## src/rtl/rrfs_pkg.sv

```systemverilog
// Shared constants and types for the round-robin frame segmenter.
package rrfs_pkg;

	localparam int STREAMS_DEF = 4;
	localparam int ROUNDS_DEF  = 8;
	localparam int NUM_IDS     = 4;
	localparam int STREAM_W    = 2;
	localparam int ADDR_W      = 32;
	localparam int LEN_W       = 16;
	localparam int NODE_W      = 8;
	localparam int CNT_W       = 4;
	localparam int FRAME_MAX   = 8;
	localparam int CFG_IDX_W   = 8;

	localparam int IN_DATA_W  = 56;
	localparam int OUT_DATA_W = 48;

	// config register indexes
	localparam logic [CFG_IDX_W-1:0] REG_NETWORK_ID_0 = CFG_IDX_W'(0);
	localparam logic [CFG_IDX_W-1:0] REG_NETWORK_ID_1 = CFG_IDX_W'(1);
	localparam logic [CFG_IDX_W-1:0] REG_NETWORK_ID_2 = CFG_IDX_W'(2);
	localparam logic [CFG_IDX_W-1:0] REG_NETWORK_ID_3 = CFG_IDX_W'(3);

	localparam logic OP_START   = 1'b0;
	localparam logic OP_SERVICE = 1'b1;

	localparam logic KIND_FRAME = 1'b0;
	localparam logic KIND_FLUSH = 1'b1;

	localparam logic [1:0] ST_IDLE  = 2'd0;
	localparam logic [1:0] ST_SCAN  = 2'd1;
	localparam logic [1:0] ST_END   = 2'd2;
	localparam logic [1:0] ST_FLUSH = 2'd3;

	// frame descriptor, stream in the lowest bits when packed
	typedef struct packed {
		logic                done;
		logic [CNT_W-1:0]    count;
		logic [ADDR_W-1:0]   addr;
		logic [NODE_W-1:0]   node;
		logic [STREAM_W-1:0] stream;
	} frame_t;

endpackage

```

## src/rtl/round_robin_frame_segmenter_unit.sv

```systemverilog
// Round-robin frame segmenter: per-stream transfer state and frame sequencer.

// Holds one pending transmit transfer per stream (base address, length, bytes
// sent). A start word (s_tuser = 0) loads one stream and produces no output.
// A service word (s_tuser = 1) walks up to ROUNDS rounds; each round visits
// streams 0..STREAMS-1 in order, one stream per cycle while the output is not
// stalled, and a stream with bytes left emits a frame descriptor of up to 8
// bytes. The pass ends early after a round in which nothing was sent. If the
// final frame did not complete its transfer, a flush marker (m_tuser = 1)
// follows; m_tlast marks the final word of every pass that emits output. A
// service pass visits every stream of each round it reaches, then closes in
// ST_END and, if needed, ST_FLUSH, and lasts longer while the output is
// stalled; the limit is the single subtract/compare/add unit, which serves
// one stream per cycle. s_tready is high only between passes. Each frame is
// held one step before it is sent, so that m_tlast can be set on it. Config
// writes to network_id_0..3 (cfg_index 0..3) are always accepted; other
// indexes are ignored. No memories need clearing after reset.
module round_robin_frame_segmenter_unit #(
	parameter int STREAMS = rrfs_pkg::STREAMS_DEF,
	parameter int ROUNDS  = rrfs_pkg::ROUNDS_DEF
) (
	input  logic                               clk,
	input  logic                               arst_n,
	// input stream
	input  logic                               s_tvalid,
	output logic                               s_tready,
	// [1:0] stream, [33:2] buffer_address, [49:34] length, zero fill
	input  logic [rrfs_pkg::IN_DATA_W-1:0]     s_tdata,
	// [0] op
	input  logic                               s_tuser,
	// output stream
	output logic                               m_tvalid,
	input  logic                               m_tready,
	// [1:0] stream_out, [9:2] node_id, [41:10] frame_address,
	// [45:42] byte_count, [46] transfer_done, zero fill
	output logic [rrfs_pkg::OUT_DATA_W-1:0]    m_tdata,
	// [0] kind
	output logic                               m_tuser,
	output logic                               m_tlast,
	// config write channel
	input  logic                               cfg_valid,
	output logic                               cfg_ready,
	input  logic [rrfs_pkg::CFG_IDX_W-1:0]     cfg_index,
	input  logic [rrfs_pkg::NODE_W-1:0]        cfg_data
);
	import rrfs_pkg::*;

	localparam int IW = (STREAMS > 1) ? $clog2(STREAMS) : 1;
	localparam int RW = (ROUNDS > 1) ? $clog2(ROUNDS) : 1;

	// per-stream transfer state
	logic [LEN_W-1:0]  len_q  [STREAMS];
	logic [LEN_W-1:0]  sent_q [STREAMS];
	logic [ADDR_W-1:0] base_q [STREAMS];
	logic [NODE_W-1:0] nid_q  [NUM_IDS];

	// sequencer
	logic [1:0]          state_q;
	logic [STREAM_W-1:0] s_q;
	logic [RW-1:0]       round_q;
	logic                any_q;

	// frame waiting for its successor to settle tlast
	frame_t held_q;
	logic   held_vld_q;

	// output register
	frame_t out_q;
	logic   out_vld_q;
	logic   out_kind_q;
	logic   out_last_q;

	// input fields
	logic                in_op;
	logic [STREAM_W-1:0] in_stream;
	logic [ADDR_W-1:0]   in_addr;
	logic [LEN_W-1:0]    in_len;
	logic                in_ok;

	assign in_op     = s_tuser;
	assign in_stream = s_tdata[STREAM_W-1:0];
	assign in_addr   = s_tdata[STREAM_W+ADDR_W-1:STREAM_W];
	assign in_len    = s_tdata[STREAM_W+ADDR_W+LEN_W-1:STREAM_W+ADDR_W];
	assign in_ok     = ({30'd0, in_stream} < 32'(STREAMS));

	// shared frame unit: works on the stream under the cursor
	logic [IW-1:0]     sel;
	logic [LEN_W-1:0]  cur_len, cur_sent, rem;
	logic [CNT_W-1:0]  n;
	logic              active, fits;
	frame_t            frame;

	assign sel      = IW'(s_q);
	assign cur_len  = len_q[sel];
	assign cur_sent = sent_q[sel];
	assign active   = (cur_sent != cur_len);
	assign rem      = cur_len - cur_sent;
	assign fits     = (rem <= LEN_W'(FRAME_MAX));
	assign n        = fits ? rem[CNT_W-1:0] : CNT_W'(FRAME_MAX);

	always_comb begin
		frame.stream = s_q;
		frame.node   = nid_q[s_q];
		frame.addr   = base_q[sel] + {{(ADDR_W-LEN_W){1'b0}}, cur_sent};
		frame.count  = n;
		frame.done   = fits;
	end

	logic out_free, in_acc, last_stream, last_round;

	assign out_free    = !out_vld_q || m_tready;
	assign s_tready    = (state_q == ST_IDLE);
	assign in_acc      = s_tvalid && s_tready;
	assign last_stream = ({30'd0, s_q} == 32'(STREAMS - 1));
	assign last_round  = (round_q == RW'(ROUNDS - 1));

	assign cfg_ready = 1'b1;

	// config registers
	always_ff @(posedge clk or negedge arst_n) begin
		if (!arst_n) begin
			for (int i = 0; i < NUM_IDS; i++) nid_q[i] <= '0;
		end else if (cfg_valid && cfg_ready) begin
			for (int i = 0; i < NUM_IDS; i++)
				if (cfg_index == CFG_IDX_W'(i)) nid_q[i] <= cfg_data;
		end
	end

	// transfer state: loaded by start words, advanced by the frame unit
	always_ff @(posedge clk or negedge arst_n) begin
		if (!arst_n) begin
			for (int i = 0; i < STREAMS; i++) begin
				len_q[i]  <= '0;
				sent_q[i] <= '0;
				base_q[i] <= '0;
			end
		end else if (in_acc && in_op == OP_START && in_ok) begin
			len_q[IW'(in_stream)]  <= in_len;
			sent_q[IW'(in_stream)] <= '0;
			base_q[IW'(in_stream)] <= in_addr;
		end else if (state_q == ST_SCAN && out_free && active) begin
			sent_q[sel] <= cur_sent + {{(LEN_W-CNT_W){1'b0}}, n};
		end
	end

	// sequencer and output register
	always_ff @(posedge clk or negedge arst_n) begin
		if (!arst_n) begin
			state_q    <= ST_IDLE;
			s_q        <= '0;
			round_q    <= '0;
			any_q      <= 1'b0;
			held_q     <= '0;
			held_vld_q <= 1'b0;
			out_q      <= '0;
			out_vld_q  <= 1'b0;
			out_kind_q <= KIND_FRAME;
			out_last_q <= 1'b0;
		end else begin
			if (out_vld_q && m_tready) out_vld_q <= 1'b0;
			case (state_q)
				ST_IDLE: begin
					if (in_acc && in_op == OP_SERVICE) begin
						state_q    <= ST_SCAN;
						s_q        <= '0;
						round_q    <= '0;
						any_q      <= 1'b0;
						held_vld_q <= 1'b0;
					end
				end
				ST_SCAN: begin
					if (out_free) begin
						if (active) begin
							held_q     <= frame;
							held_vld_q <= 1'b1;
							if (held_vld_q) begin
								out_q      <= held_q;
								out_kind_q <= KIND_FRAME;
								out_last_q <= 1'b0;
								out_vld_q  <= 1'b1;
							end
						end
						if (last_stream) begin
							// a round with nothing sent ends the pass
							if (!(any_q || active) || last_round) begin
								state_q <= ST_END;
							end else begin
								round_q <= round_q + RW'(1);
								s_q     <= '0;
								any_q   <= 1'b0;
							end
						end else begin
							s_q   <= s_q + STREAM_W'(1);
							any_q <= any_q || active;
						end
					end
				end
				ST_END: begin
					if (out_free) begin
						if (held_vld_q) begin
							out_q      <= held_q;
							out_kind_q <= KIND_FRAME;
							out_last_q <= held_q.done;
							out_vld_q  <= 1'b1;
							held_vld_q <= 1'b0;
							state_q    <= held_q.done ? ST_IDLE : ST_FLUSH;
						end else begin
							state_q <= ST_IDLE;
						end
					end
				end
				ST_FLUSH: begin
					if (out_free) begin
						out_q      <= '0;
						out_kind_q <= KIND_FLUSH;
						out_last_q <= 1'b1;
						out_vld_q  <= 1'b1;
						state_q    <= ST_IDLE;
					end
				end
				default: state_q <= ST_IDLE;
			endcase
		end
	end

	assign m_tvalid = out_vld_q;
	assign m_tdata  = {{(OUT_DATA_W-$bits(frame_t)){1'b0}}, out_q};
	assign m_tuser  = out_kind_q;
	assign m_tlast  = out_last_q;

	// a flush marker always closes its pass
	a_flush_last: assert property (@(posedge clk) disable iff (!arst_n)
		(out_vld_q && out_kind_q == KIND_FLUSH) |-> out_last_q)
		else $error("flush marker without tlast");

	// frame descriptors carry 1..8 bytes
	a_frame_size: assert property (@(posedge clk) disable iff (!arst_n)
		(out_vld_q && out_kind_q == KIND_FRAME) |->
		(out_q.count != '0 && out_q.count <= CNT_W'(FRAME_MAX)))
		else $error("frame byte count out of range");

	// an unfinished final frame is followed by a flush
	a_flush_follows: assert property (@(posedge clk) disable iff (!arst_n)
		(state_q == ST_END && out_free && held_vld_q && !held_q.done) |=>
		(state_q == ST_FLUSH))
		else $error("missing flush after unfinished frame");

	// the cursor stream never overshoots its transfer
	a_sent_bound: assert property (@(posedge clk) disable iff (!arst_n)
		cur_sent <= cur_len)
		else $error("sent count beyond transfer length");

	// no new item while a pass is in its scan state
	a_busy: assert property (@(posedge clk) disable iff (!arst_n)
		(state_q == ST_SCAN) |-> !s_tready)
		else $error("input accepted during a service pass");

endmodule
```

## config.mk

```make
export PLATFORM = sky130hd
export DESIGN_NAME = round_robin_frame_segmenter_unit
export DESIGN_NICKNAME = d
export VERILOG_FILES = /design/src/rtl/rrfs_pkg.sv /design/src/rtl/round_robin_frame_segmenter_unit.sv
export SDC_FILE = /design/constraint.sdc
export NUM_CORES = 1
export LEC_CHECK = 0
export BUFFER_PORTS_ARGS = -buffer_cell sky130_fd_sc_hd__buf_4
export CAP_MARGIN = 20
export CORE_AREA = 2 2 224 226
export CTS_BUF_LIST = sky130_fd_sc_hd__clkbuf_8 sky130_fd_sc_hd__clkbuf_16
export DETAILED_ROUTE_END_ITERATION = 8
export DIE_AREA = 0 0 226 228
export GPL_TIMING_DRIVEN = 0
export SYNTH_ARGS = -nofsm -noshare
export SYNTH_HDL_FRONTEND = slang
export SYNTH_SLANG_ARGS = --single-unit
```

## constraint.sdc

```tcl
create_clock -name clk -period 7.23 [get_ports clk]
set_input_delay 0.723 -clock clk [delete_from_list [all_inputs] [get_ports clk]]
set_output_delay 0.723 -clock clk [all_outputs]
set_load 0.005 [all_outputs]
```

==> qor.yml <==
route:
  drt-vias-per-instance: 5.49
  drtPass1Iterations: 5
  wl_mm: 53.2
  num_vias: 14400
  post_drt_wl_per_cell_um: 20.3
  drtIter0Drc: 1166
  ant_nets: 0
  drc: 0
synth:
  synth_top_cell_by_area: "dfrtp_1"
  synth_cell_types: 69
  yosysSeqAreaShare: 0.508
  syn_inst: 1746
  ys_top_cells_by_area: "dfrtp_1 51%, mux2_2 11%, mux4_2 8.4%"
  synth_area_mm2: 0.0194
  synth-main-ff-cell: "dfrtp_1"
  synth_seq_cells: 394
  async_reset_ff_frac: 1.00
  yosysWarnings: 0
  synth_edf_count: 0
  synth_top_cell_area_share: 0.508
  postSynthAreaPerCell_um2: 11.1
  synth_nets: 1867
sta:
  worst_slew_pin_slew_ns: 0.848
  finalCritPeriodShare: 0.953
  hold_slack_ns: 0.119
  totalNegativeSetupSlack_ns: 0
  period_minus_slack_ns: 6.89
  fmax_mhz: 145
  finClkSkew_ns: 0.0158
  slew_headroom: 0.430
  setup_violations: 0
  slew_viol_final: 0
  hold_viol: 0
  rsz0062_at_grt: "no"
setup_path:
  path_cells: "clkbuf_4 > buf_4 > buf_4 > clkbuf_4 > mux4_2 > inv_1 > fa_1 > a211o_1 > and3_1 > a311o_1 > or3_1 > or4_4 > nor3_2 > nand2_1 > fa_1 > nor2b_1 > o21ai_0 > nand2b_1 > nand2_1 > nor3_1 > xnor2_1 > o21ai_0"
  crit_path_max_fanout: 19
  crit_type: "reg -> reg"
  reg2regPathDepth: 22
  worstSetupEndpoint: "sent_q[30]"
  max_stage_delay_ns: 0.57
  r2r-end: "sent_q[30]"
  endpoint_kind: "flip-flop"
  startpoint_type: "flip-flop"
  r2r_slack_ns: 0.34
  path_buf_inv: 5
  worstPathRequired_ns: 7.65
  arrival_ns: 7.31
  cp-startpoint: "s_q[1]"
  rr_startpoint: "s_q[1]"
  path_delay_family: "simple AND/OR/NAND/NOR gates"
  cp_num_cells: 22
  slowest_stage: "or4_4"
cts:
  cts_tree: "yes"
  clock_path_buffers: 3
  root_buffer: "clkbuf_16"
  htreeDepth: 2
  insertion_delay_ns: 0.57
  cts_buffers: 44
  cts_num_sinks: 394
  clk_pin_slew_ns: 0.07
floorplan:
  dieArea_mm2: 0.0515
  start_util: 0.393
  die_width_um: 226
  ioPinCount: 131
  core_area_mm2: 0.0493
  rows: 82
  die-height_um: 228
power:
  p_per_area_mw_per_mm2: 447
  totalPowerFinal_mw: 10.2
  vdd_drop_max_mv: 0.213
  p_leak_nw: 10.3
layout:
  final_common_cell: "dfrtp_1"
  final_nets: 2035
  n_antenna_cell: 0
  fillCellCount: 4533
  area_growth_syn_to_layout_pct: 17.5
  drive_above_1_share: 0.250
  stdcell_count: 2620
  final_cell_mix: "393 x dfrtp_1, 345 x nand2_1, 182 x mux2_2, 148 x o21ai_0, 129 x buf_4"
placed_design:
  port_buffers: 122
  dp_cells: 2543
  place_congestion: 0.869
  dp_hpwl_mm: 38.5
global_route:
  grt_max_degree: 130
  grt.total_usage: 0.209
  grt_pass1_wl_mm: 83.7
  grt_pass1_vias: 14400
  gr-total-overflow: 0
  antenna_found_initial: 0
hold_path:
  hold_path_class: "in -> async"
job:
  maxCapViolCount: 0
outcome:
  status: "finished clean"
==> metal layers <==
metal,share of wire,wire length (um),GRT usage,vias up
met5,0,0,0,-
met4,0.021,1120,0.0513,0
met3,0.058,3080,0.0301,63
met2,0.47,24800,0.331,420
met1,0.45,24100,0.303,7300
li1,-,-,-,6591
==> metrics by stage <==
stage	area, um2	util	setup WS, ns
floorplan	19400	-	0.0551
global placement	21200	0.429	-1.75
detailed placement	21300	0.431	-1.75
CTS	22800	0.462	0.0212
global route	22800	0.462	0.0207
finish	22800	0.462	0.341
==> layout make-up <==
cell class	count	area, um2	share of cell area
flip-flops and latches	394	9860	0.432
multi-input cells	1203	8950	0.393
clock buffers	62	1370	0.0601
repair buffers	125	1010	0.0441
well taps	672	841	0.0369
plain buffers	108	499	0.0219
inverters	38	143	0.00626
clock inverters	18	125	0.00549
==> worst register-to-register path: cells and delay by family, from the launching register on <==
kind,cells,cell delay (ns)
flip-flops,1,0.46
adder cells (fa/ha/maj),2,0.96
XOR/XNOR,1,0.23
AND/OR/NAND/NOR,9,2.40
AO/OA/AOI/OAI,4,0.97
multiplexers,1,0.31
buffers and inverters,5,1.43
==> how the worst min path moves through the flow <==
stage	start	end	slack, ns	depth (start not counted)
finish	arst_n	len_q[10]	0.12	1
global route	arst_n	len_q[10]	0.18	1
CTS	arst_n	len_q[10]	0.16	1
detailed placement	held_q[38]	held_q[38]	0.46	2
global placement	len_q[56]	len_q[56]	0.45	2
floorplan	arst_n	any_q	0.43	0
==> timing repair <==
item / CTS / global route
hold buffers: 0 / 0
endpoints found under the setup margin: 101 / 44
resized for setup: 28 / 5
setup buffers: 0 / 0
==> sequential cells by signal (all words and copies together), names as in the netlist <==
| name | cells |
|---|---|
| any_q | 1 |
| base_q | 128 |
| held_q | 47 |
| held_vld_q | 1 |
| len_q | 64 |
| m_tdata | 47 |
| m_tlast | 1 |
| m_tuser | 1 |
| m_tvalid | 1 |
| nid_q | 32 |
| round_q | 3 |
| s_q | 2 |
| sent_q | 64 |
| state_q | 2 |
==> cells by family (layout without fill, tap and decap cells) <==
group / count (synthesis) / count (layout) / share of synthesized area
simple gates: 592 / 592 / 0.138
flops: 394 / 394 / 0.508
compound gates: 275 / 275 / 0.0869
mux: 258 / 258 / 0.191
buf+inv: 149 / 351 / 0.0315
fa+ha+maj: 43 / 43 / 0.0289
xor+xnor: 33 / 33 / 0.0149
other cells: 2 / 2 / 0.000387
==> report_power, final <==
group / switching, mW / internal, mW
combinational: 2.58 / 1.91
sequential: 0.422 / 3.00
clock: 0.922 / 1.35
==> cells in the mapped netlist, drive strengths merged, types with 3 or more instances <==
cell     number
mux4         72
and3         10
dfrtp       394
xnor2        20
o21ai       149
o31ai        10
a211oi        5
nor2b        11
xor2         13
and4          3
or4          23
fa            3
nor3         13
mux2        182
inv          38
ha           40
nor4          4
o21bai        4
nand3b        4
buf          26
o211ai        4
nor2         36
and2          5
or2           5
or3           9
nand4         9
a311oi        3
a21oi        36
mux2i         4
o21a          7
o2111ai      20
clkbuf       85
a21o          8
nor3b         4
nand3        99
nand2       346
nand2b        6
o311ai        6
No activity file was read; power rests on OpenSTA's default activity.
